$ cat config.mk
export PLATFORM = sky130hd
export DESIGN_NAME = sst_out
export DESIGN_NICKNAME = d
export VERILOG_FILES = /design/src/rtl/core/sst_out.sv
export SDC_FILE = /design/constraint.sdc
export NUM_CORES = 1
export LEC_CHECK = 0
export BUFFER_PORTS_ARGS = -buffer_cell sky130_fd_sc_hd__buf_2
export CORE_AREA = 4 4 41 43
export DETAILED_ROUTE_END_ITERATION = 10
export DIE_AREA = 0 0 45 47
export HOLD_SLACK_MARGIN = 0.06
export PLACE_DENSITY = 0.57
export SLEW_MARGIN = 20
export SYNTH_ARGS = -nofsm -noshare
export SYNTH_HDL_FRONTEND = slang
export SYNTH_SLANG_ARGS = --single-unit
$ cat constraint.sdc
create_clock -name clk -period 2.2 [get_ports clk]
set_clock_uncertainty 0.2 [all_clocks]
set_input_delay 0.33 -clock clk [delete_from_list [all_inputs] [get_ports clk]]
set_output_delay 0.33 -clock clk [all_outputs]
set_load 0.1 [all_outputs]
$ cat src/rtl/core/sst_out.sv
// Output register of the scoped symbol table: holds one result transaction
// until the downstream side takes it. Depends on nothing.
`timescale 1ns / 1ps
`default_nettype none

module sst_out #(
  parameter int WIDTH = 8
) (
  input  wire logic             clk,
  input  wire logic             rst,
  input  wire logic             res_valid,
  output logic                  res_ready,
  input  wire logic [WIDTH-1:0] res_data,
  output logic                  out_valid,
  input  wire logic             out_ready,
  output logic      [WIDTH-1:0] out_data
);

  assign res_ready = !out_valid || out_ready;

  always_ff @(posedge clk) begin
    if (rst) begin
      out_valid <= 1'b0;
    end else if (res_ready) begin
      out_valid <= res_valid;
    end
  end

  always_ff @(posedge clk) begin
    if (res_ready && res_valid) begin
      out_data <= res_data;
    end
  end

endmodule

`default_nettype wire

==> impl_metrics.tcl, run 1 <==
set metrics [dict create \
    dp_hpwl_um 469 \
    std_cell_rows 13 \
    clk_path_buf_depth 2 \
    clock.fmax_mhz 621 \
    crit_buf_inv 1 \
    globalRoute.totalOverflow 0 \
    power_leakage_nw 0.240 \
    synth-seq-area-share_pct 88.1 \
    floorplan.io_pins 22 \
    run_status "completed" \
    area_growth_syn_to_layout_pct 81.4 \
    critical_path_arrival_ps 1080 \
    maxCapViolCount 0 \
    drive_gt1_share_pct 57.4 \
    clock_tree_from_tritoncts "done" \
    antennaDiodeCount 0 \
    via_total_after_detailed_routing 238 \
    synth-seq-cells 9 \
    power_frac_seq_pct 45.7 \
    cts_root_buffer "clkbuf_4" \
    yosys.cell_count.top_type "edfxtp_1" \
    die_y_um 47 \
    h-tree-depth 1 \
    critPathCaptureType "output pin" \
    postLayoutSetupSlackWorst_ps 589 \
    global_route_usage_sum_pct 7.61 \
    detail_route.first_pass.iterations 4 \
    synth_enable_flop_cells 8 \
    top_area_cells_in_the_synthesized_netlist "edfxtp_1, dfxtp_1, nand2b_4" \
    rsz0062_at_grt "no" \
    post-synth-top-area-fraction_pct 81.4 \
    p_int_w 0.000295 \
    detail_route_antenna_nets 0 \
    fillers 135 \
    dominantRegCellSynth "edfxtp_1" \
    die_outline_area_mm2 0.00212 \
    ff_latch_area_um2 260 \
    initial_core_util_pct 22.7 \
    worst_path_largest_cell_delay_ps 420 \
    grt_first_pass_wirelength_um 1040 \
    family_with_the_most_delay_on_the_worst_path "buffers and inverters" \
    detailedPlace.worstSlack_ps 726 \
    syn-num-nets 25 \
    clk_transition_reported_paths_ps 50 \
    post_synth.cell_area_avg_um2 22.7 \
    drt_iter0_markers 5 \
    power_density_mw_per_mm2 820 \
    startpoint_type "register" \
    power.ir.vdd_worst_uv 296 \
    worst-slew-pin-transition_ps 494 \
    criticalPathCategory "reg -> out" \
    min_path_type "in -> reg" \
    setup_tns_ps 0 \
    drcViolationCount 0 \
    coreArea_mm2 0.00130 \
    synth.lib_cells_used.distinct 6 \
    gp_routability_congestion 0.587 \
    wl_um 690 \
    cts.repair.resized 0 \
    cts_hold_buffers 8 \
    multi_input_comb_area_um2 31.3 \
    share_clk_of_total_power_pct 27.4 \
    die-width_um 45 \
    worst-path-max-fanout 3 \
    switching_share_pct 32.8 \
    relSlewSlack_pct 67.3 \
    final-max-slew-violation-count 0 \
    hold_viol_final 0 \
    cts.repair_timing.setup_buffer_count 0 \
    post_drt_via_cell_ratio 3.84 \
    netlist_area_um2 295 \
    sequence_of_cells_on_the_critical_path "nand2b_4 -> buf_2" \
    buffer_ports.inserted 21 \
    synthesis.instances 13 \
    yosysWarnings 0 \
    synthDominantAreaCellType "edfxtp_1" \
    largest_net_degree_at_the_start_of_global_routing 9 \
    worstPathRequired_ps 1670 \
    setup-violations-final 0 \
    number_of_cts_inserted_buffers 3 \
    combPwrFrac_pct 26.9 \
    grt_antenna_before_repair 0 \
    post-layout-total-power_w 0.000439 \
    p_sw_w 0.000144 \
    crit_slowest_cell "buf_2" \
    detail_route.wl_per_cell_um 11.1 \
    tritoncts_num_sinks 9 \
    final_period_minus_worst_setup_slack_ps 1610 \
    fin_crit_sh_pct 73.2 \
    number_of_global_route_vias_before_repair 257 \
    synth_async_reset_ratio_pct 0 \
    hold_ws_ps 124 \
    clock_latency_ps 250 \
    nets 60 \
]
-- power by group through the flow --
| stage | combinational [W] | clock, W | sequential (W) |
|---|---|---|---|
| after CTS | 0.000117 | 0.000126 | 0.000201 |
| after global routing | 0.000122 | 0.000137 | 0.000202 |
| after detailed placement | 0.000106 | 0 | 0.000205 |
| after global placement | 0.000105 | 0 | 0.000204 |
| after floorplan | 0.0000141 | 0 | 0.000276 |
| final | 0.000118 | 0.000120 | 0.000201 |
-- cell families (layout without fill, tap and decap cells) --
| kind of cell | Yosys count | count (layout) | synth area share [%] |
|---|---|---|---|
| AND/OR/NAND/NOR | 2 | 2 | 7.63 |
| flip-flops | 9 | 9 | 88.1 |
| buffers and inverters | 1 | 35 | 1.27 |
| AO/OA/AOI/OAI | 1 | 1 | 2.97 |
-- sequential cells by signal, indices dropped and copies added, names as in the netlist --
signal / cells
out_data: 8
out_valid: 1
-- final timing paths --
| check | startpoint | endpoint | slack (ps) | depth (start not counted) |
|---|---|---|---|---|
| max | out_valid$_SDFFE_PP0P_ | res_ready | 590 | 2 |
| min | res_valid | out_valid$_SDFFE_PP0P_ | 120 | 3 |
| max reg2reg | out_valid$_SDFFE_PP0P_ | out_data[6]$_DFFE_PP_ | 1090 | 2 |
| min reg2reg | out_valid$_SDFFE_PP0P_ | out_valid$_SDFFE_PP0P_ | 300 | 2 |
-- per-layer routing --
metal	vias to the layer above	share of wire, %	track usage [%]
li1	116	-	-
met1	107	33	5.67
met2	13	53	15.0
met3	2	11	3.45
met4	0	3.0	5.26
met5	-	0	0
-- cell usage in the layout (no fill, tap or decap) --
cell / instances
a21oi_2: 1
and2_4: 1
buf_2: 21
clkbuf_1: 1
clkbuf_4: 3
dfxtp_1: 1
dlygate4sd3_1: 9
edfxtp_1: 8
inv_1: 1
nand2b_4: 1
-- cell type report --
cell class                      instances  share of cell area (%)
Timing Repair Buffer                   30                    36.4
Sequential cell                         9                    48.6
Inverter                                1                   0.701
Multi-Input combinational cell          3                    5.84
Clock buffer                            4                    4.91
Tap cell                               15                    3.50
-- worst register-to-register path, cell delays in order, from the launching register on --
cell,delay [ps]
dfxtp_1,330
nand2b_4,80
and2_4,200
-- stage by stage --
stage	util, %	cells	area [um2]
after floorplan	-	13	295
after CTS	40.4	61	526
final	41.2	62	536
after global placement	32.2	49	419
after global routing	41.2	62	536
after detailed placement	32.2	49	419
No activity file was read; power rests on OpenSTA's default activity.
==> run 2, diff against run 1 <==
- ABC_AREA: default -> 1
- clock period: 2.2 -> 1.65 ns (I/O delays scaled with it)
==> impl_metrics.tcl, run 2 <==
set metrics [dict create \
    run_status "completed" \
    worstHoldPathCells 4 \
    grt_antenna_before_repair 0 \
    clock.fmax_mhz 641 \
    synthDominantAreaCellType "edfxtp_1" \
    crit_slowest_cell "dlygate4sd3_1" \
    hold_viol_final 0 \
    nets 63 \
    reg2reg_to "out_valid$_SDFFE_PP0P_" \
    maxCapViolCount 0 \
    reg2reg_launch_point "out_valid$_SDFFE_PP0P_" \
    worst_path_largest_cell_delay_ps 560 \
    worst-slew-pin-transition_ps 493 \
    ff_latch_area_um2 262 \
    number_of_cts_inserted_buffers 3 \
    syn-num-nets 26 \
    die_outline_area_mm2 0.00212 \
    critPathCaptureType "register" \
    met1Wirelength_um 235 \
    yosysWarnings 0 \
    layout_common_cells "buf_2, dlygate4sd3_1, edfxtp_1, clkbuf_4" \
    setup-violations-final 0 \
    synth_async_reset_ratio_pct 0 \
    final-max-slew-violation-count 0 \
    critical_path_arrival_ps 1550 \
    setup_tns_ps 0 \
    wl_um 626 \
    fin_crit_sh_pct 94.5 \
    hold_ws_ps 329 \
    clock_tree_from_tritoncts "done" \
    dr_wl_met2_um 296 \
    clk_path_buf_depth 2 \
    post-synth-top-area-fraction_pct 83.5 \
    area_growth_syn_to_layout_pct 90.0 \
    worst_r2r_path_depth 3 \
    synth-seq-cells 9 \
    min_path_type "in -> reg" \
    largest_net_degree_at_the_start_of_global_routing 9 \
    worstHoldStart "out_ready" \
    top_area_cells_in_the_synthesized_netlist "edfxtp_1, dfxtp_1, a21oi_2" \
    power_leakage_nw 0.246 \
    layout_commonest_cell "buf_2" \
    detail_route_antenna_nets 0 \
    worst-r2r-setup-slack_ps 330 \
    largest_registers "out_data x8, out_valid x1" \
    clock_latency_ps 250 \
    tritoncts_num_sinks 9 \
    via_total_after_detailed_routing 237 \
    final_period_minus_worst_setup_slack_ps 1560 \
    h-tree-depth 1 \
    synth.lib_cells_used.distinct 7 \
    criticalPathCategory "in -> reg" \
    netlist_area_um2 288 \
    power.ir.vdd_worst_uv 376 \
    synth-seq-area-share_pct 90.4 \
    regMostFlops "out_data" \
    buffer_ports.inserted 21 \
    die-width_um 45 \
    wl_met3_um 85 \
    cts.repair_timing.setup_buffer_count 0 \
    drt_iter0_markers 3 \
    dominantRegCellSynth "edfxtp_1" \
    startpoint_type "input port" \
    post_synth.cell_area_avg_um2 20.6 \
    post_drt_via_cell_ratio 3.65 \
    die_y_um 47 \
    global_route_usage_sum_pct 8.09 \
    yosys.cell_count.top_type "edfxtp_1" \
    cts_root_buffer "clkbuf_4" \
    cts.repair.resized 0 \
    detail_route.wl_per_cell_um 9.63 \
    initial_core_util_pct 22.1 \
    std_cell_rows 13 \
    floorplan.io_pins 22 \
    power_density_mw_per_mm2 1080 \
    critPathMostFrequentCell "dlygate4sd3_1" \
    worst-path-max-fanout 1 \
    detail_route.first_pass.iterations 2 \
    drive_gt1_share_pct 58.0 \
    gp_routability_congestion 0.630 \
    antennaDiodeCount 0 \
    fillers 136 \
    synthesis.instances 14 \
    multi_input_comb_area_um2 20.0 \
    number_of_global_route_vias_before_repair 250 \
    worstPathRequired_ps 1640 \
    sequence_of_cells_on_the_critical_path "dlygate4sd3_1 -> buf_2 -> a21oi_2 -> dlygate4sd3_1" \
    relSlewSlack_pct 67.4 \
    whs_endpoint "out_data[2]$_DFFE_PP_" \
    coreArea_mm2 0.00130 \
    synth_enable_flop_cells 8 \
    top_layer_used "met4" \
    globalRoute.totalOverflow 0 \
    max_reg_flops 8 \
    drcViolationCount 0 \
    rsz0062_at_grt "no" \
    clk_transition_reported_paths_ps 60 \
    grt_first_pass_wirelength_um 1040 \
]
==> run 2: cell type report <==
class                      count  area share (%)
timing repair buffer          32            38.9
multi-input combinational      3            3.66
inverter                       2            1.37
sequential                     9            47.8
tap                           15            3.43
clock buffer                   4            4.81
==> run 2: critical path, delay by kind of cell <==
| kind | cells | cell delay (ps) |
|---|---|---|
| compound gates | 1 | 90 |
| buf+inv | 3 | 1220 |
==> run 2: power breakdown <==
group / leakage, nW / internal, W / total [W] / switching, W
Sequential: 0.0860 / 0.000264 / 0.000267 / 0.00000328
Combinational: 0.145 / 0.0000379 / 0.000159 / 0.000121
Clock: 0.0150 / 0.0000927 / 0.000162 / 0.0000691
Total: 0.246 / 0.000395 / 0.000588 / 0.000193
==> run 2: logic make-up after synthesis <==
kind of cell | count (synthesis) | synth area share, %
flip-flops | 9 | 90.4
buffers and inverters | 2 | 2.61
AO/OA/AOI/OAI | 2 | 4.78
AND/OR/NAND/NOR | 1 | 2.18
==> run 2: metrics by stage <==
step           instance area, um2  worst slack (ps)  instances  util [%]  total power, W
2_1_floorplan                 289              35.3         14         -        0.000384
3_3_place_gp                  420               366         51      32.3        0.000413
3_5_place_dp                  420               358         51      32.3        0.000413
4_1_cts                       547               121         65      42.0        0.000591
5_1_grt                       547              66.1         65      42.0        0.000621
6_report                      547              90.2         65      42.0        0.000588
==> run 2: worst max path at each step <==
stage / endpoint / startpoint / cells past startpoint / slack, ps
global placement: res_ready / out_ready / 4 / 370
floorplan: out_valid$_SDFFE_PP0P_ / out_valid$_SDFFE_PP0P_ / 2 / 40
global route: out_valid$_SDFFE_PP0P_ / rst / 4 / 70
finish: out_valid$_SDFFE_PP0P_ / rst / 4 / 90
detailed placement: res_ready / out_ready / 4 / 360
CTS: res_ready / out_valid$_SDFFE_PP0P_ / 2 / 120
==> run 2: timing repair <==
item / CTS / global route
hold buffers: 10 / 0
endpoints found under the setup margin: 0 / 0
hold endpoints to repair: 9 / 0
==> run 2: routing by layer <==
metal	track usage, %	up-vias
met5	0	-
met4	8.77	0
met3	6.13	2
met2	11.3	17
met1	7.09	96
li1	-	122
