## src/rtl/core/sst_ram.sv

```systemverilog
// Generic single-clock RAM: one write port, one read port, registered read.
// No dependencies.
`timescale 1ns / 1ps
`default_nettype none

module sst_ram #(
  parameter int WIDTH = 8,
  parameter int DEPTH = 16
) (
  input  wire logic                     clk,
  input  wire logic                     we,
  input  wire logic [$clog2(DEPTH)-1:0] waddr,
  input  wire logic [WIDTH-1:0]         wdata,
  input  wire logic [$clog2(DEPTH)-1:0] raddr,
  output logic      [WIDTH-1:0]         rdata
);

  logic [WIDTH-1:0] mem [DEPTH];

  always_ff @(posedge clk) begin
    if (we) begin
      mem[waddr] <= wdata;
    end
    rdata <= mem[raddr];
  end

endmodule

`default_nettype wire

```

## config.mk

```make
export PLATFORM = sky130hd
export DESIGN_NAME = sst_ram
export DESIGN_NICKNAME = d
export VERILOG_FILES = /design/src/rtl/core/sst_ram.sv
export SDC_FILE = /design/constraint.sdc
export NUM_CORES = 1
export LEC_CHECK = 0
export ABC_CLOCK_PERIOD_IN_PS = 5000
export BUFFER_PORTS_ARGS = -buffer_cell sky130_fd_sc_hd__buf_4
export CAP_MARGIN = 0
export CORE_UTILIZATION = 54
export CTS_CLUSTER_SIZE = 16
export DETAILED_ROUTE_END_ITERATION = 7
export PLACE_DENSITY = 0.72
export SLEW_MARGIN = 20
export SYNTH_ARGS = -nofsm -noshare
export SYNTH_HDL_FRONTEND = slang
export SYNTH_SLANG_ARGS = --single-unit
```

## constraint.sdc

```tcl
create_clock -name clk -period 5 [get_ports clk]
set_input_delay 0.75 -clock clk [delete_from_list [all_inputs] [get_ports clk]]
set_output_delay 0.75 -clock clk [all_outputs]
set_load 0.01 [all_outputs]
```

==> results of run 1 <==
[kinds of logic (layout without fill, tap and decap cells)]
| kind of cell | count (synthesis) | count (layout) |
|---|---|---|
| AO/OA/AOI/OAI | 16 | 16 |
| buffers and inverters | 10 | 59 |
| flip-flops | 136 | 136 |
| multiplexers | 32 | 32 |
| AND/OR/NAND/NOR | 35 | 35 |
[worst max-delay path, cell delays in order]
cell	delay (ns)
sky130_fd_sc_hd__buf_4	0.12
sky130_fd_sc_hd__or3b_2	0.51
sky130_fd_sc_hd__nor2_1	0.66
[per-layer routing]
metal / vias up / share of wire [%] / GRT usage, % / wire length (microns)
li1: 1047 / - / - / -
met1: 1182 / 43 / 29.3 / 4020
met2: 88 / 49 / 32.7 / 4600
met3: 10 / 6.5 / 6.18 / 607
met4: 0 / 1.0 / 7.01 / 95
met5: - / 0 / 0 / 0
[power by group through the flow]
stage / Sequential, mW / Clock (mW) / Combinational (mW)
final: 1.28 / 1.09 / 0.121
after global routing: 1.28 / 1.16 / 0.131
after CTS: 1.28 / 1.11 / 0.122
after detailed placement: 1.31 / 0 / 0.122
after global placement: 1.30 / 0 / 0.119
after floorplan: 1.31 / 0 / 0.0647
[layout by cell type (no fill, tap or decap), types with 3 or more instances in the layout]
cell type / instances
sky130_fd_sc_hd__a22oi_1: 16
sky130_fd_sc_hd__buf_4: 27
sky130_fd_sc_hd__clkbuf_16: 16
sky130_fd_sc_hd__clkinv_1: 3
sky130_fd_sc_hd__clkinv_2: 4
sky130_fd_sc_hd__clkinvlp_4: 4
sky130_fd_sc_hd__dfxtp_1: 8
sky130_fd_sc_hd__edfxtp_1: 128
sky130_fd_sc_hd__mux4_1: 14
sky130_fd_sc_hd__mux4_2: 18
sky130_fd_sc_hd__nand2_1: 9
sky130_fd_sc_hd__nor2_1: 13
[flip-flops by register name, indices dropped and copies added, names as in the netlist]
signal / count
mem: 128
rdata: 8
[stage by stage]
stage / hold WS [ns] / instances
after global routing: 0.546 / 407
after CTS: 0.540 / 407
after floorplan: 0.629 / 229
final: 0.556 / 407
after global placement: 0.644 / 375
after detailed placement: 0.656 / 375
[final timing paths]
check,slack [ns],from,endpoint,depth (start not counted)
worst max-delay path,3.08,waddr[2],mem[3][2],3
worst min-delay path,0.56,wdata[6],mem[3][6],1
worst max register to register,3.61,mem[10][1],rdata[1],3
worst min register to register,0.67,mem[15][0],rdata[0],3
[layout make-up]
cell class	count	area, sq um	area share [%]
Sequential cell	136	4000	67.2
Multi-Input combinational cell	83	1070	17.9
Clock buffer	18	418	7.01
Timing Repair Buffer	27	203	3.40
Tap cell	129	161	2.71
Clock inverter	14	109	1.83
==> insert_results.sql, run 1 <==
INSERT INTO impl_metrics (metric_group, metric, value, unit) VALUES
('die', 'start_util', '55.7', '%'),
('placement', 'port_buffers', '25', ''),
('drt', 'wirelength_routed', '9310', 'microns'),
('global_route', 'gr-total-overflow', '0', ''),
('die', 'row_count', '35', ''),
('logic_synthesis', 'average_footprint_of_a_synthesized_cell', '22.5', 'sq um'),
('pwr', 'share_of_total_power_in_the_clock_network', '43.8', '%'),
('clocking', 'clock_insertion_delay_worst_skew', '0.51', 'ns'),
('critical_path', 'crit_path_start_kind', 'input port', ''),
('clocking', 'ctsHoldBuffers', '0', ''),
('run_status', 'run_status', 'finished, final reports clean', ''),
('pwr', 'p_seq_share', '51.3', '%'),
('sta', 'worstMarginPinSlew', '0.965', 'ns'),
('global_route', 'grt_pass1_wl', '14200', 'microns'),
('layout', 'fillCellCount', '589', ''),
('sta', 'fmaxAchievable', '521', 'MHz'),
('die', 'top_level_ports', '26', ''),
('critical_path', 'worst_ep_arrival_time', '2.05', 'ns'),
('die', 'die_h', '99.6', 'microns'),
('critical_path', 'crit_required', '5.13', 'ns'),
('logic_synthesis', 'synthXorXnorAreaFrac', '0', '%'),
('logic_synthesis', 'ys.flop_type', 'sky130_fd_sc_hd__edfxtp_1', ''),
('critical_path', 'worst_path_maximum_fanout', '8', ''),
('layout', 'stdcell_area', '0.00596', 'sq mm'),
('logic_synthesis', 'synth_cell_type_count', '19', ''),
('logic_synthesis', 'synth-seq-cells', '136', ''),
('die', 'fp.dieArea', '0.00993', 'sq mm'),
('logic_synthesis', 'synth.cells.most_frequent', '128 x sky130_fd_sc_hd__edfxtp_1, 18 x sky130_fd_sc_hd__mux4_2, 16 x sky130_fd_sc_hd__a22oi_1, 14 x sky130_fd_sc_hd__mux4_1, 13 x sky130_fd_sc_hd__nor2_1', ''),
('logic_synthesis', 'synth_enable_flop_cells', '128', ''),
('sta', 'relSlewSlack', '35.4', '%'),
('drt', 'drt_first_iter_violations', '151', ''),
('logic_synthesis', 'area_fraction_of_the_dominant_cell_type_after_synthesis', '74.7', '%'),
('logic_synthesis', 'synth_mux_area_share', '15.0', '%'),
('pwr', 'switching_power', '517', 'uW'),
('global_route', 'track_usage', '21.1', '%'),
('pwr', 'worst_case_vdd_ir_drop', '0.204', 'mV'),
('drt', 'post_drt_wl_per_cell', '22.9', 'microns'),
('critical_path', 'worst_setup_path_end_kind', 'register', ''),
('drt', 'num_vias', '2327', ''),
('critical_path', 'timing_worst_setup_path_type', 'input port to register', ''),
('logic_synthesis', 'synth-async-reset-ratio', '0', '%'),
('clocking', 'clock_tree_from_tritoncts', 'built', ''),
('layout', 'syn_to_final_growth', '15.8', '%'),
('sta', 'final-max-slew-violation-count', '0', ''),
('logic_synthesis', 'synth.yosys.warnings', '0', ''),
('pwr', 'combinationalPowerShare', '4.8', '%'),
('sta', 'worst_slack', '3.08', 'ns'),
('logic_synthesis', 'synth_area', '0.00515', 'sq mm'),
('drt', 'avgViaCountPerCell', '5.72', ''),
('layout', 'antenna_cells_inserted', '0', ''),
('clocking', 'ctsLongestPathBuffers', '2', ''),
('global_route', 'antenna_violations_before_repair', '0', ''),
('logic_synthesis', 'synth_compound_gate_area_share', '2.33', '%'),
('logic_synthesis', 'synth_top_area_cell', 'sky130_fd_sc_hd__edfxtp_1', ''),
('layout', 'finished_core_util', '64.5', '%'),
('placement', 'placed_cell_area', '0.00543', 'sq mm'),
('global_route', 'via_count_of_the_first_global_routing_pass', '2410', ''),
('logic_synthesis', 'yosys.area_share.simple', '3.18', '%'),
('pwr', 'power.density', '418', 'mW/mm^2'),
('sta', 'setup_total_negative_slack', '0', 'ns'),
('clocking', 'h-tree-depth', '4', ''),
('die', 'floorplan.die.width', '99.6', 'microns'),
('logic_synthesis', 'syn-num-nets', '247', ''),
('placement', 'detailed_place_hpwl', '5580', 'microns'),
('logic_synthesis', 'syn-instance-count', '229', ''),
('pwr', 'internal_pwr_total', '1.98', 'mW'),
('logic_synthesis', 'synth.area.top_cells', 'sky130_fd_sc_hd__edfxtp_1 75%, sky130_fd_sc_hd__mux4_2 7.9%, sky130_fd_sc_hd__mux4_1 7.1%', ''),
('global_route', 'largest_net_degree_at_the_start_of_global_routing', '33', ''),
('layout', 'nets', '283', ''),
('drt', 'detail_route.first_pass.iterations', '4', ''),
('clocking', 'cts_repair_resize_count', '0', '');
Power figures use the tool's default switching activity.
==> run 2: changes to the inputs <==
--- a/config.mk
+++ b/config.mk
@@ -5,13 +5,14 @@
 export SDC_FILE = /design/constraint.sdc
 export NUM_CORES = 1
 export LEC_CHECK = 0
-export ABC_CLOCK_PERIOD_IN_PS = 5000
+export ABC_AREA = 1
+export ABC_CLOCK_PERIOD_IN_PS = 1700
 export BUFFER_PORTS_ARGS = -buffer_cell sky130_fd_sc_hd__buf_4
 export CAP_MARGIN = 0
 export CORE_UTILIZATION = 54
 export CTS_CLUSTER_SIZE = 16
 export DETAILED_ROUTE_END_ITERATION = 7
-export PLACE_DENSITY = 0.72
+export PLACE_DENSITY = 0.74
 export SLEW_MARGIN = 20
 export SYNTH_ARGS = -nofsm -noshare
 export SYNTH_HDL_FRONTEND = slang
==> constraint.sdc (replaced) <==
create_clock -name clk -period 1.7 [get_ports clk]
set_input_delay 0.255 -clock clk [delete_from_list [all_inputs] [get_ports clk]]
set_output_delay 0.255 -clock clk [all_outputs]
set_load 0.01 [all_outputs]
==> insert_results.sql, run 2 <==
INSERT INTO impl_metrics (metric_group, metric, value, unit) VALUES
('layout', 'finished_core_util', '65.2', '%'),
('layout', 'syn_to_final_growth', '16.8', '%'),
('layout', 'final_layout_size_suffix_gt1_share', '12.6', '%'),
('sta', 'fmaxAchievable', '777', 'MHz'),
('run_status', 'run_status', 'finished, final reports clean', ''),
('die', 'floorplan.die.width', '105', 'microns'),
('die', 'row_count', '37', ''),
('sta', 'final-max-slew-violation-count', '0', ''),
('logic_synthesis', 'average_footprint_of_a_synthesized_cell', '10.5', 'sq um'),
('logic_synthesis', 'yosys.area_share.adder', '0', '%'),
('clocking', 'ctsHoldBuffers', '0', ''),
('global_route', 'gr-total-overflow', '0', ''),
('sta', 'fin_skew', '0.00743', 'ns'),
('drt', 'avgViaCountPerCell', '5.29', ''),
('logic_synthesis', 'synth_enable_flop_cells', '128', ''),
('layout', 'layout.cells.most_common_list', '173 x sky130_fd_sc_hd__nand2_1, 128 x sky130_fd_sc_hd__edfxtp_1, 100 x sky130_fd_sc_hd__inv_1', ''),
('logic_synthesis', 'synth_mux_area_share', '0', '%'),
('drt', 'detail-route-antenna-nets', '0', ''),
('logic_synthesis', 'syn-num-nets', '569', ''),
('pwr', 'p_leak', '2.95', 'nW'),
('logic_synthesis', 'synth.cells.most_frequent', '173 x sky130_fd_sc_hd__nand2_1, 128 x sky130_fd_sc_hd__edfxtp_1, 100 x sky130_fd_sc_hd__inv_1, 97 x sky130_fd_sc_hd__nand3_1, 17 x sky130_fd_sc_hd__nor2_1', ''),
('drt', 'detail_route.first_pass.iterations', '5', ''),
('logic_synthesis', 'synth_top_area_cell', 'sky130_fd_sc_hd__edfxtp_1', ''),
('critical_path', 'worst_setup_path_end_kind', 'primary output', ''),
('logic_synthesis', 'synth_cell_type_count', '12', ''),
('sta', 'finalWorstPathRequiredPeriod', '1.29', 'ns'),
('logic_synthesis', 'synth_top_family_by_area', 'simple AND/OR/NAND/NOR gates', ''),
('sta', 'report.final.hold_viol_count', '0', ''),
('clocking', 'clock_insertion_delay_worst_skew', '0.52', 'ns'),
('sta', 'worstMarginPinSlew', '0.659', 'ns'),
('pwr', 'worst_case_vdd_ir_drop', '0.625', 'mV'),
('placement', 'gpl.final_weighted_congestion', '0.788', ''),
('clocking', 'clock_tree_from_tritoncts', 'built', ''),
('critical_path', 'crit_required', '1.44', 'ns'),
('drt', 'route.detailed.drc', '0', ''),
('logic_synthesis', 'synth_area', '0.00577', 'sq mm'),
('global_route', 'via_count_of_the_first_global_routing_pass', '3846', ''),
('logic_synthesis', 'synth_compound_gate_area_share', '0', '%'),
('pwr', 'share_of_total_power_in_the_clock_network', '46.9', '%'),
('logic_synthesis', 'ys.flop_type', 'sky130_fd_sc_hd__edfxtp_1', ''),
('pwr', 'switching_power', '1.71', 'mW'),
('critical_path', 'timing.critical_path.slowest_stage_cell', 'sky130_fd_sc_hd__dfxtp_1', ''),
('sta', 'unrepaired_setup_endpoints_after_global_routing', 'false', ''),
('die', 'fp.dieArea', '0.0111', 'sq mm'),
('layout', 'nets', '608', ''),
('drt', 'num_vias', '3908', ''),
('sta', 'relSlewSlack', '56.0', '%'),
('placement', 'detailed_place_hpwl', '7540', 'microns'),
('global_route', 'grt_pass1_wl', '20800', 'microns'),
('critical_path', 'largest_delay_contributor_family_on_the_critical_path', 'flip-flops', ''),
('global_route', 'antenna_violations_before_repair', '0', ''),
('die', 'start_util', '55.9', '%'),
('layout', 'final_cell_count_no_fill', '739', ''),
('logic_synthesis', 'yosys.area_share.simple', '21.0', '%'),
('critical_path', 'worst_path_largest_cell_delay', '0.37', 'ns'),
('pwr', 'p_seq_share', '47.0', '%'),
('logic_synthesis', 'syn-instance-count', '551', ''),
('min_path', 'min_path_type', 'input port to register', ''),
('clocking', 'cts_repair_resize_count', '0', ''),
('critical_path', 'worst_ep_arrival_time', '1.03', 'ns'),
('clocking', 'ctsLongestPathBuffers', '2', ''),
('critical_path', 'timing.critical_path.cells', 'buf_4', ''),
('sta', 'setup_total_negative_slack', '0', 'ns'),
('run', 'drv_cap', '0', ''),
('logic_synthesis', 'yosysSeqAreaShare', '69.4', '%'),
('logic_synthesis', 'synthXorXnorAreaFrac', '0', '%'),
('critical_path', 'crit_path_start_kind', 'register', ''),
('global_route', 'largest_net_degree_at_the_start_of_global_routing', '65', ''),
('drt', 'post_drt_wl_per_cell', '17.7', 'microns'),
('layout', 'largest_register', 'mem', ''),
('logic_synthesis', 'area_fraction_of_the_dominant_cell_type_after_synthesis', '66.7', '%'),
('drt', 'wirelength_routed', '13100', 'microns'),
('clocking', 'cts_num_sinks', '136', ''),
('die', 'die_h', '105', 'microns'),
('clocking', 'clkSlewWorstSetupHoldPaths', '0.06', 'ns'),
('placement', 'dpl.cell_count', '707', ''),
('placement', 'port_buffers', '25', ''),
('sta', 'final.period_utilization', '75.7', '%'),
('pwr', 'internal_pwr_total', '6.32', 'mW'),
('layout', 'largestRegisters', 'mem: 128 flops, rdata: 8 flops', ''),
('die', 'floorplan_core_area', '0.0103', 'sq mm'),
('global_route', 'track_usage', '25.9', '%'),
('layout', 'stdcell_area', '0.00674', 'sq mm'),
('placement', 'placed_cell_area', '0.00613', 'sq mm'),
('pwr', 'power.density', '1190', 'mW/mm^2'),
('clocking', 'h-tree-depth', '4', ''),
('layout', 'most_common_cell_after_layout_fill_and_taps_aside', 'sky130_fd_sc_hd__nand2_1', ''),
('clocking', 'cts-root-buf', 'sky130_fd_sc_hd__clkbuf_8', ''),
('logic_synthesis', 'post-synth-top-count-cell', 'sky130_fd_sc_hd__nand2_1', ''),
('drt', 'drt_first_iter_violations', '328', ''),
('pwr', 'design_power_total', '8.02', 'mW'),
('sta', 'finalSetupViolCount', '0', ''),
('critical_path', 'critical_path.n_buffers_inverters', '1', ''),
('critical_path', 'timing_worst_setup_path_type', 'register to primary output', ''),
('pwr', 'combinationalPowerShare', '6.1', '%'),
('logic_synthesis', 'synth.area.top_cells', 'sky130_fd_sc_hd__edfxtp_1 67%, sky130_fd_sc_hd__nand2_1 11%, sky130_fd_sc_hd__nand3_1 8.4%', ''),
('layout', 'antenna_cells_inserted', '0', ''),
('clocking', 'post-cts-setup-buffers', '0', ''),
('critical_path', 'worst_path_maximum_fanout', '1', ''),
('layout', 'largest_register_ffs', '128', ''),
('logic_synthesis', 'synth-async-reset-ratio', '0', '%'),
('logic_synthesis', 'synth-seq-cells', '136', ''),
('die', 'top_level_ports', '26', ''),
('pwr', 'p_sw_share', '21.3', '%'),
('clocking', 'cts_buffer_count', '17', ''),
('logic_synthesis', 'synth.yosys.warnings', '0', '');
run 2: layout make-up:
class | count | area (sq um)
Clock buffer | 19 | 432
Clock inverter | 13 | 178
Fill cell | 760 | 3590
Inverter | 102 | 383
Multi-Input combinational cell | 289 | 1210
Sequential cell | 136 | 4000
Tap cell | 136 | 170
Timing Repair Buffer | 44 | 355
run 2: kinds of logic (layout without fill, tap and decap cells):
family / after synthesis / after routing
and+or+nand+nor: 289 / 289
DFF: 136 / 136
buffers and inverters: 126 / 178
run 2: worst reg2reg max path: cells and delay by family (launching register included):
family | cells | cell delay (ns)
AND/OR/NAND/NOR | 5 | 0.51
flip-flops | 1 | 0.37
buffers and inverters | 1 | 0.08
run 2: final timing paths:
kind	startpoint	to	slack (ns)	cells after the start
hold / removal	wdata[2]	mem[4][2]	0.08	1
hold reg to reg	mem[13][2]	rdata[2]	0.67	6
setup reg to reg	mem[0][5]	rdata[5]	0.63	6
setup / recovery	rdata[2]	rdata[2]	0.41	1
run 2: metrics by stage:
| step | hold slack, ns | setup slack, ns |
|---|---|---|
| floorplan | 0.354 | 0.494 |
| global placement | 0.589 | 0.195 |
| detailed placement | 0.600 | 0.177 |
| CTS | 0.0493 | 0.359 |
| global route | 0.0709 | 0.378 |
| finish | 0.0755 | 0.414 |
run 2: power groups by stage:
stage,Combinational (mW),Sequential [mW],Clock (mW)
after CTS,0.488,3.77,3.79
after global routing,0.537,3.78,3.95
after detailed placement,0.482,3.84,0
final,0.488,3.77,3.76
after global placement,0.474,3.84,0
after floorplan,0.264,3.85,0
run 2: layer usage:
| layer | track usage, % | part of all wire (%) | vias up |
|---|---|---|---|
| met5 | 0 | 0 | - |
| met4 | 10.2 | 2.2 | 0 |
| met3 | 7.11 | 9.6 | 23 |
| met2 | 41.8 | 50 | 203 |
| met1 | 33.4 | 38 | 1826 |
| li1 | - | - | 1856 |
