**src/rtl/core/sst_pkg.sv**
```systemverilog
// Package for the scoped symbol table: operation and status codes,
// default sizes and the byte rounding used for the stream payloads.
// No dependencies.
`timescale 1ns / 1ps
`default_nettype none

package sst_pkg;

  localparam int TABLE_DEPTH_DEF = 256;
  localparam int KEY_BITS_DEF    = 32;
  localparam int REF_BITS_DEF    = 16;
  localparam int KIND_BITS_DEF   = 4;
  localparam int LEVEL_BITS_DEF  = 8;

  localparam int OP_BITS     = 3;
  localparam int STATUS_BITS = 3;
  localparam int SCOPE_BITS  = 9;

  localparam logic [OP_BITS-1:0] OP_LOOKUP      = 3'd0;
  localparam logic [OP_BITS-1:0] OP_LOOKUP_KIND = 3'd1;
  localparam logic [OP_BITS-1:0] OP_PUSH        = 3'd2;
  localparam logic [OP_BITS-1:0] OP_PUSH_UNIQUE = 3'd3;
  localparam logic [OP_BITS-1:0] OP_OPEN        = 3'd4;
  localparam logic [OP_BITS-1:0] OP_CLOSE       = 3'd5;

  localparam logic [STATUS_BITS-1:0] ST_OK         = 3'd0;
  localparam logic [STATUS_BITS-1:0] ST_DUP        = 3'd1;
  localparam logic [STATUS_BITS-1:0] ST_FULL       = 3'd2;
  localparam logic [STATUS_BITS-1:0] ST_CLOSE_ZERO = 3'd3;
  localparam logic [STATUS_BITS-1:0] ST_LEVEL_SAT  = 3'd4;

  function automatic int pad8(input int bits);
    return ((bits + 7) / 8) * 8;
  endfunction

  function automatic int in_data_bits(input int key_bits, input int kind_bits,
                                      input int ref_bits);
    return pad8(key_bits + kind_bits + ref_bits);
  endfunction

  function automatic int out_data_bits(input int kind_bits, input int ref_bits);
    return pad8(1 + kind_bits + ref_bits + SCOPE_BITS + STATUS_BITS);
  endfunction

endpackage

`default_nettype wire

```
**src/rtl/core/sst_ctrl.sv**
```systemverilog
// Sequencer of the scoped symbol table: decodes operations, scans the entry
// RAM newest first, pushes entries and tracks entry count and scope level.
// Depends on sst_pkg.
`timescale 1ns / 1ps
`default_nettype none

module sst_ctrl #(
  parameter int TABLE_DEPTH = sst_pkg::TABLE_DEPTH_DEF,
  parameter int KEY_BITS    = sst_pkg::KEY_BITS_DEF,
  parameter int REF_BITS    = sst_pkg::REF_BITS_DEF,
  parameter int KIND_BITS   = sst_pkg::KIND_BITS_DEF,
  parameter int LEVEL_BITS  = sst_pkg::LEVEL_BITS_DEF,
  localparam int IDX_BITS   = $clog2(TABLE_DEPTH),
  localparam int ENT_BITS   = KEY_BITS + KIND_BITS + LEVEL_BITS + REF_BITS,
  localparam int RES_BITS   = 1 + KIND_BITS + REF_BITS + sst_pkg::SCOPE_BITS +
                              sst_pkg::STATUS_BITS
) (
  input  wire logic                           clk,
  input  wire logic                           rst,
  input  wire logic                           in_valid,
  output logic                                in_ready,
  input  wire logic [sst_pkg::OP_BITS-1:0]    in_op,
  input  wire logic [KEY_BITS-1:0]            in_key,
  input  wire logic [KIND_BITS-1:0]           in_kind,
  input  wire logic [REF_BITS-1:0]            in_ref,
  output logic                                ram_we,
  output logic      [IDX_BITS-1:0]            ram_waddr,
  output logic      [ENT_BITS-1:0]            ram_wdata,
  output logic      [IDX_BITS-1:0]            ram_raddr,
  input  wire logic [ENT_BITS-1:0]            ram_rdata,
  output logic                                res_valid,
  input  wire logic                           res_ready,
  output logic      [RES_BITS-1:0]            res_data
);

  localparam int CNT_BITS = $clog2(TABLE_DEPTH + 1);
  localparam int SCOPE_BITS = sst_pkg::SCOPE_BITS;

  localparam logic [1:0] S_IDLE = 2'd0;
  localparam logic [1:0] S_SCAN = 2'd1;
  localparam logic [1:0] S_PUSH = 2'd2;
  localparam logic [1:0] S_DONE = 2'd3;

  logic [1:0]                      state;
  logic [CNT_BITS-1:0]             count;
  logic [LEVEL_BITS-1:0]           level;
  logic [IDX_BITS-1:0]             issue_idx;
  logic                            issuing;
  logic                            cmp_valid;
  logic [IDX_BITS-1:0]             cmp_idx;
  logic                            hit;
  logic [sst_pkg::STATUS_BITS-1:0] status;

  logic [sst_pkg::OP_BITS-1:0]     op_q;
  logic [KEY_BITS-1:0]             key_q;
  logic [KIND_BITS-1:0]            kind_q;
  logic [REF_BITS-1:0]             ref_q;
  logic [KIND_BITS-1:0]            hit_kind;
  logic [REF_BITS-1:0]             hit_ref;
  logic [LEVEL_BITS-1:0]           hit_level;

  logic [KEY_BITS-1:0]             rd_key;
  logic [KIND_BITS-1:0]            rd_kind;
  logic [LEVEL_BITS-1:0]           rd_level;
  logic [REF_BITS-1:0]             rd_ref;
  logic                            accept;
  logic                            is_lookup;
  logic                            lk_match;
  logic                            full;
  logic [SCOPE_BITS+LEVEL_BITS-1:0] level_ext;
  logic [SCOPE_BITS-1:0]           scope;

  assign {rd_key, rd_kind, rd_level, rd_ref} = ram_rdata;

  assign in_ready  = (state == S_IDLE);
  assign accept    = in_valid && in_ready;
  assign is_lookup = (op_q == sst_pkg::OP_LOOKUP) || (op_q == sst_pkg::OP_LOOKUP_KIND);
  assign lk_match  = (rd_key == key_q) &&
                     ((op_q != sst_pkg::OP_LOOKUP_KIND) || (rd_kind == kind_q));
  assign full      = (count == CNT_BITS'(TABLE_DEPTH));

  assign ram_we    = (state == S_PUSH) && !full;
  assign ram_waddr = count[IDX_BITS-1:0];
  assign ram_wdata = {key_q, kind_q, level, ref_q};
  assign ram_raddr = issue_idx;

  assign level_ext = {{SCOPE_BITS{1'b0}}, hit_level};
  assign scope     = hit ? level_ext[SCOPE_BITS-1:0] : {SCOPE_BITS{1'b1}};
  assign res_valid = (state == S_DONE);
  assign res_data  = {status, scope,
                      hit ? hit_ref : {REF_BITS{1'b0}},
                      hit ? hit_kind : {KIND_BITS{1'b0}},
                      hit};

  always_ff @(posedge clk) begin
    if (rst) begin
      state     <= S_IDLE;
      count     <= '0;
      level     <= '0;
      issue_idx <= '0;
      issuing   <= 1'b0;
      cmp_valid <= 1'b0;
      hit       <= 1'b0;
      status    <= sst_pkg::ST_OK;
    end else begin
      unique case (state)
        S_IDLE: begin
          if (in_valid) begin
            hit       <= 1'b0;
            status    <= sst_pkg::ST_OK;
            issue_idx <= IDX_BITS'(count - 1'b1);
            issuing   <= 1'b1;
            cmp_valid <= 1'b0;
            unique case (in_op)
              sst_pkg::OP_LOOKUP, sst_pkg::OP_LOOKUP_KIND: begin
                state <= (count == '0) ? S_DONE : S_SCAN;
              end
              sst_pkg::OP_PUSH: begin
                state <= S_PUSH;
              end
              sst_pkg::OP_PUSH_UNIQUE: begin
                state <= (count == '0) ? S_PUSH : S_SCAN;
              end
              sst_pkg::OP_OPEN: begin
                if (level == {LEVEL_BITS{1'b1}}) begin
                  status <= sst_pkg::ST_LEVEL_SAT;
                end else begin
                  level <= level + 1'b1;
                end
                state <= S_DONE;
              end
              sst_pkg::OP_CLOSE: begin
                if (level == '0) begin
                  status <= sst_pkg::ST_CLOSE_ZERO;
                  state  <= S_DONE;
                end else if (count == '0) begin
                  level <= level - 1'b1;
                  state <= S_DONE;
                end else begin
                  state <= S_SCAN;
                end
              end
              default: begin
                state <= S_DONE;
              end
            endcase
          end
        end
        S_SCAN: begin
          if (issuing) begin
            issue_idx <= issue_idx - 1'b1;
            issuing   <= (issue_idx != '0);
            cmp_idx   <= issue_idx;
          end
          cmp_valid <= issuing;
          if (cmp_valid) begin
            case (op_q) inside
              sst_pkg::OP_LOOKUP, sst_pkg::OP_LOOKUP_KIND: begin
                if (lk_match) begin
                  hit   <= 1'b1;
                  state <= S_DONE;
                end else if (cmp_idx == '0) begin
                  state <= S_DONE;
                end
              end
              sst_pkg::OP_PUSH_UNIQUE: begin
                if (rd_level < level) begin
                  state <= S_PUSH;
                end else if (rd_level == level && rd_kind == kind_q && rd_key == key_q) begin
                  status <= sst_pkg::ST_DUP;
                  state  <= S_DONE;
                end else if (cmp_idx == '0) begin
                  state <= S_PUSH;
                end
              end
              default: begin
                if (rd_level >= level) begin
                  count <= CNT_BITS'(cmp_idx);
                  if (cmp_idx == '0) begin
                    level <= level - 1'b1;
                    state <= S_DONE;
                  end
                end else begin
                  level <= level - 1'b1;
                  state <= S_DONE;
                end
              end
            endcase
          end
        end
        S_PUSH: begin
          if (full) begin
            status <= sst_pkg::ST_FULL;
          end else begin
            count <= count + 1'b1;
          end
          state <= S_DONE;
        end
        S_DONE: begin
          if (res_ready) begin
            state <= S_IDLE;
          end
        end
        default: begin
          state <= S_IDLE;
        end
      endcase
    end
  end

  always_ff @(posedge clk) begin
    if (accept) begin
      op_q   <= in_op;
      key_q  <= in_key;
      kind_q <= in_kind;
      ref_q  <= in_ref;
    end
    if (state == S_SCAN && cmp_valid && is_lookup && lk_match) begin
      hit_kind  <= rd_kind;
      hit_ref   <= rd_ref;
      hit_level <= rd_level;
    end
  end

endmodule

`default_nettype wire

```
**config.mk**
```make
export PLATFORM = sky130hd
export DESIGN_NAME = sst_ctrl
export DESIGN_NICKNAME = d
export VERILOG_FILES = /design/src/rtl/core/sst_pkg.sv /design/src/rtl/core/sst_ctrl.sv
export SDC_FILE = /design/constraint.sdc
export NUM_CORES = 1
export LEC_CHECK = 0
export BUFFER_PORTS_ARGS = -buffer_cell sky130_fd_sc_hd__clkbuf_2
export CAP_MARGIN = 5
export CORE_MARGIN = 4
export CORE_UTILIZATION = 53
export DETAILED_ROUTE_END_ITERATION = 8
export GPL_ROUTABILITY_DRIVEN = 1
export PLACE_DENSITY = 0.82
export SLEW_MARGIN = 25
export SYNTH_ARGS = -nofsm -noshare
export SYNTH_HDL_FRONTEND = slang
export SYNTH_SLANG_ARGS = --single-unit
```
**constraint.sdc**
```tcl
create_clock -name clk -period 5.8 [get_ports clk]
set_input_delay 1.45 -clock clk [delete_from_list [all_inputs] [get_ports clk]]
set_output_delay 1.45 -clock clk [all_outputs]
set_load 0.02 [all_outputs]
```
==> metrics.txt <==
# TYPE chip_impl_metric gauge
chip_impl_metric{name="critical_path.max_fanout",unit=""} 15
chip_impl_metric{name="netlist_instances",unit=""} 538
chip_impl_metric{name="synth_area",unit="um^2"} 6140
chip_impl_info{name="r2r-end",value="ram_raddr[6]$_SDFFE_PP0P_"} 1
chip_impl_metric{name="final.min_clock_period",unit="ns"} 3.94
chip_impl_metric{name="yosys_register_bits",unit=""} 124
chip_impl_info{name="run_status",value="completed"} 1
chip_impl_metric{name="clock_pin_slew_reported_for_the_worst_setup_and_hold_paths_after_clock_tree_synthesis",unit="ns"} 0.06
chip_impl_metric{name="globalRoute.totalOverflow",unit=""} 0
chip_impl_metric{name="slew-limit-headroom",unit=""} 0.396
chip_impl_metric{name="r2r_slack",unit="ns"} 2.64
chip_impl_metric{name="largest_clock_skew_in_the_final_design",unit="ns"} 0.00396
chip_impl_metric{name="clk_latency_worst_skew_pair",unit="ns"} 0.41
chip_impl_metric{name="multi_input_comb_area",unit="um^2"} 2460
chip_impl_metric{name="rr_worst_depth",unit=""} 7
chip_impl_metric{name="cts_setup_buffers",unit=""} 0
chip_impl_metric{name="power.sequential.fraction",unit=""} 0.351
chip_impl_metric{name="async_sr_flop_fraction",unit=""} 0
chip_impl_metric{name="cts_made_buffers",unit=""} 17
chip_impl_metric{name="maxCapViolations",unit=""} 0
chip_impl_metric{name="final-seq-area",unit="um^2"} 3390
chip_impl_metric{name="vias_per_cell",unit=""} 5.81
chip_impl_metric{name="dr.pass1.iters",unit=""} 5
chip_impl_metric{name="power_per_cell_area",unit="nW/um^2"} 469
chip_impl_metric{name="pre_cts_ws",unit="ns"} 2.02
chip_impl_metric{name="power_share_of_the_clock_group",unit=""} 0.301
chip_impl_info{name="clock_tree.root_cell",value="sky130_fd_sc_hd__clkbuf_16"} 1
chip_impl_metric{name="wire_length_of_the_first_global_routing_pass",unit="um"} 25800
chip_impl_metric{name="worstPathRequired",unit="ns"} 4.35
chip_impl_info{name="cts_tree",value="done"} 1
chip_impl_metric{name="clock_tree.buffer_depth",unit=""} 2
chip_impl_metric{name="worst_pin_slew",unit="ns"} 0.906
chip_impl_info{name="postSynth.topFlopCell",value="sky130_fd_sc_hd__edfxtp_1"} 1
chip_impl_metric{name="drt-total-wl",unit="um"} 16500
chip_impl_info{name="criticalPathCategory",value="reg -> out"} 1
chip_impl_metric{name="post_route_cells_drive_above_1_share",unit=""} 0.364
chip_impl_metric{name="detailedRoute.firstIterationViolations",unit=""} 455
chip_impl_metric{name="dp_hpwl",unit="um"} 12600
chip_impl_metric{name="postSynthAreaPerCell",unit="um^2"} 11.4
chip_impl_metric{name="hold_violations",unit=""} 0
chip_impl_info{name="regToRegStartpoint",value="state[1]$_SDFFE_PP0P_"} 1
chip_impl_info{name="end_kind",value="primary output"} 1
chip_impl_metric{name="number_of_synthesized_flops_with_an_enable_pin",unit=""} 91
chip_impl_metric{name="worst-endpoint-arrival",unit="ns"} 2.49
chip_impl_metric{name="grt_start_max_net_pins",unit=""} 49
chip_impl_metric{name="filler_cell_count",unit=""} 845
chip_impl_metric{name="worst_setup_slack_after_layout",unit="ns"} 1.86
chip_impl_info{name="worst_hold_startpoint",value="status[2]$_SDFFE_PP0P_"} 1
chip_impl_metric{name="min_period_over_period",unit=""} 0.679
chip_impl_metric{name="cts_hold_repair.buffers",unit=""} 0
chip_impl_metric{name="timing.final.setup_violations",unit=""} 0
chip_impl_metric{name="rows",unit=""} 39
chip_impl_metric{name="min_delay_path_depth",unit=""} 2
chip_impl_metric{name="detailroute.via_count",unit=""} 5308
chip_impl_metric{name="port_buf_inserts",unit=""} 230
chip_impl_metric{name="cts_repair_resize_count",unit=""} 0
chip_impl_metric{name="die_area",unit="um^2"} 13400
chip_impl_metric{name="htree_levels",unit=""} 4
chip_impl_metric{name="chipWidth",unit="um"} 116
chip_impl_info{name="timing.hold.worst.class",value="reg -> reg"} 1
chip_impl_metric{name="maxClockFrequency",unit="MHz"} 254
chip_impl_metric{name="power.share.combinational",unit=""} 0.348
chip_impl_metric{name="die_height",unit="um"} 116
chip_impl_metric{name="worst_ir_drop_vdd",unit="mV"} 0.318
chip_impl_metric{name="synth_seq_area_share",unit=""} 0.552
chip_impl_metric{name="sw_frac_of_total",unit=""} 0.371
chip_impl_metric{name="antenna_found_initial",unit=""} 0
chip_impl_metric{name="final-max-slew-violation-count",unit=""} 0
chip_impl_metric{name="total_design_power",unit="W"} 0.00371
chip_impl_metric{name="hold_ws",unit="ns"} 0.495
chip_impl_metric{name="syn_nets",unit=""} 674
chip_impl_metric{name="p_switching",unit="W"} 0.00138
chip_impl_info{name="end_of_the_worst_hold_path",value="status[2]$_SDFFE_PP0P_"} 1
chip_impl_metric{name="layout.nets",unit=""} 893
chip_impl_metric{name="number_of_design_rule_violations_left_after_detail_routing",unit=""} 0
chip_impl_metric{name="ioPinCount",unit=""} 231
chip_impl_metric{name="groute.usage.overall",unit=""} 0.250
chip_impl_metric{name="insertedDiodeCount",unit=""} 0
chip_impl_metric{name="synth_cell_types",unit=""} 62
chip_impl_metric{name="synthesis.yosys.warnings",unit=""} 0
chip_impl_metric{name="leak_pwr",unit="nW"} 3.27
chip_impl_metric{name="gp_congestion",unit=""} 0.867
chip_impl_metric{name="final_antenna_net_count",unit=""} 0
chip_impl_metric{name="core",unit="um^2"} 11400
chip_impl_metric{name="finalSetupTns",unit="ns"} 0
chip_impl_metric{name="grt_pass1_vias",unit=""} 5196
chip_impl_metric{name="floorplan.initialDensity",unit=""} 0.540
chip_impl_metric{name="tritoncts_num_sinks",unit=""} 124
chip_impl_metric{name="p_int",unit="W"} 0.00233
chip_impl_info{name="critPathLaunchType",value="flop"} 1
chip_impl_metric{name="area_delta_synth_final",unit="%"} 29.0
chip_impl_info{name="synth_area_leader_cell",value="sky130_fd_sc_hd__edfxtp_1"} 1
chip_impl_metric{name="yosys.area.top_type_share",unit=""} 0.445
chip_impl_metric{name="drt-wirelength-per-cell",unit="um"} 18.1
chip_impl_info{name="cell_types_occupying_the_most_area_after_synthesis",value="sky130_fd_sc_hd__edfxtp_1, sky130_fd_sc_hd__dfxtp_1, sky130_fd_sc_hd__xor2_1"} 1
chip_impl_info{name="startpoint",value="state[0]$_SDFFE_PP0P_"} 1
chip_impl_info{name="rsz0062_at_grt",value="false"} 1
==> Yosys cell counts, types with 3 or more instances <==
library cell / instances
sky130_fd_sc_hd__a41oi_1: 4
sky130_fd_sc_hd__nor2_1: 31
sky130_fd_sc_hd__o32ai_1: 4
sky130_fd_sc_hd__or3_1: 8
sky130_fd_sc_hd__ha_1: 17
sky130_fd_sc_hd__mux2i_1: 9
sky130_fd_sc_hd__nor2b_1: 9
sky130_fd_sc_hd__o31ai_1: 7
sky130_fd_sc_hd__or4_1: 9
sky130_fd_sc_hd__xor2_1: 36
sky130_fd_sc_hd__nand4_1: 9
sky130_fd_sc_hd__o311ai_0: 4
sky130_fd_sc_hd__mux2_2: 3
sky130_fd_sc_hd__o22ai_1: 3
sky130_fd_sc_hd__xnor2_1: 4
sky130_fd_sc_hd__o31a_1: 4
sky130_fd_sc_hd__nor3_1: 12
sky130_fd_sc_hd__a221oi_1: 4
sky130_fd_sc_hd__edfxtp_1: 91
sky130_fd_sc_hd__nand2_1: 26
sky130_fd_sc_hd__o211ai_1: 5
sky130_fd_sc_hd__and2_1: 23
sky130_fd_sc_hd__or2_2: 3
sky130_fd_sc_hd__a21o_1: 5
sky130_fd_sc_hd__clkbuf_1: 15
sky130_fd_sc_hd__buf_4: 11
sky130_fd_sc_hd__nand2b_1: 9
sky130_fd_sc_hd__a311oi_1: 3
sky130_fd_sc_hd__o21ai_0: 17
sky130_fd_sc_hd__a31oi_1: 4
sky130_fd_sc_hd__inv_1: 23
sky130_fd_sc_hd__nand3_1: 6
sky130_fd_sc_hd__a211o_1: 4
sky130_fd_sc_hd__a21oi_1: 33
sky130_fd_sc_hd__nor4_1: 13
sky130_fd_sc_hd__dfxtp_1: 33
sky130_fd_sc_hd__a2111oi_0: 3
==> sequential cells by signal, indices dropped and copies added, names as in the netlist <==
| name | flops |
|---|---|
| hit_ref | 16 |
| kind_q | 4 |
| hit_kind | 4 |
| ref_q | 16 |
| issuing | 1 |
| op_q | 3 |
| ram_raddr | 8 |
| level | 8 |
| state | 2 |
| cmp_idx | 8 |
| cmp_valid | 1 |
| hit | 1 |
| status | 3 |
| key_q | 32 |
| hit_level | 8 |
| count | 9 |
==> critical path: stages (launching register included) <==
cell                       delay [ns]
sky130_fd_sc_hd__dfxtp_1         0.35
sky130_fd_sc_hd__inv_1           0.12
sky130_fd_sc_hd__ha_1            0.54
sky130_fd_sc_hd__inv_1           0.36
sky130_fd_sc_hd__a41oi_1         0.45
sky130_fd_sc_hd__clkbuf_2        0.25
==> per-layer routing <==
metal | GRT usage | vias to the layer above | share of wire
met5 | 0 | - | 0
met4 | 0.125 | 0 | 0.034
met3 | 0.0689 | 46 | 0.088
met2 | 0.424 | 291 | 0.50
met1 | 0.292 | 2504 | 0.38
li1 | - | 2467 | -
==> cell type report <==
class / count / area share
Clock buffer: 19 / 0.0559
Inverter: 23 / 0.0109
Clock inverter: 13 / 0.0240
Timing Repair Buffer: 233 / 0.148
Sequential cell: 124 / 0.428
Tap cell: 143 / 0.0226
Multi-Input combinational cell: 358 / 0.310
==> worst max path at each step <==
stage                              to  slack (ns)
5_1_grt                        ram_we        1.68
4_1_cts                        ram_we        1.89
6_report                       ram_we        1.86
3_3_place_gp     hit_ref[7]$_DFFE_PP_        1.85
2_1_floorplan   level[1]$_SDFFE_PP0P_        2.44
3_5_place_dp   status[0]$_SDFFE_PP0P_        2.02
==> metrics by stage <==
step | util | area [um^2] | std cells
3_5_place_dp | 0.641 | 7280 | 881
3_3_place_gp | 0.641 | 7280 | 881
6_report | 0.697 | 7920 | 913
2_1_floorplan | - | 6140 | 538
5_1_grt | 0.697 | 7920 | 913
4_1_cts | 0.696 | 7920 | 913
==> kinds of logic after synthesis <==
family,Yosys count,synth area share
AND/OR/NAND/NOR,171,0.156
adder cells (fa/ha/maj),17,0.0346
XOR/XNOR,40,0.0570
buffers and inverters,56,0.0489
AO/OA/AOI/OAI,118,0.131
multiplexers,12,0.0202
flip-flops,124,0.552
==> cells in the final DEF, fill, tap and decap left out, types with 11 or more instances in the layout <==
master and n:
sky130_fd_sc_hd__nor4_1 13, sky130_fd_sc_hd__nor2_1 31, sky130_fd_sc_hd__clkbuf_2 230, sky130_fd_sc_hd__nor3_1 11
sky130_fd_sc_hd__and2_1 22, sky130_fd_sc_hd__a21oi_1 33, sky130_fd_sc_hd__clkbuf_16 17, sky130_fd_sc_hd__nand2_1 26
sky130_fd_sc_hd__edfxtp_1 91, sky130_fd_sc_hd__xor2_1 36, sky130_fd_sc_hd__o21ai_0 17, sky130_fd_sc_hd__ha_1 17
sky130_fd_sc_hd__dfxtp_1 33, sky130_fd_sc_hd__inv_1 23
==> power groups by stage <==
| stage | Sequential, W | Combinational, W | Clock [W] |
|---|---|---|---|
| 2_1_floorplan | 0.00139 | 0.000855 | 0 |
| 3_3_place_gp | 0.00130 | 0.00123 | 0 |
| 3_5_place_dp | 0.00131 | 0.00127 | 0 |
| 4_1_cts | 0.00130 | 0.00128 | 0.00114 |
| 5_1_grt | 0.00132 | 0.00142 | 0.00118 |
| 6_report | 0.00130 | 0.00129 | 0.00112 |
No activity file was read; power rests on OpenSTA's default activity.
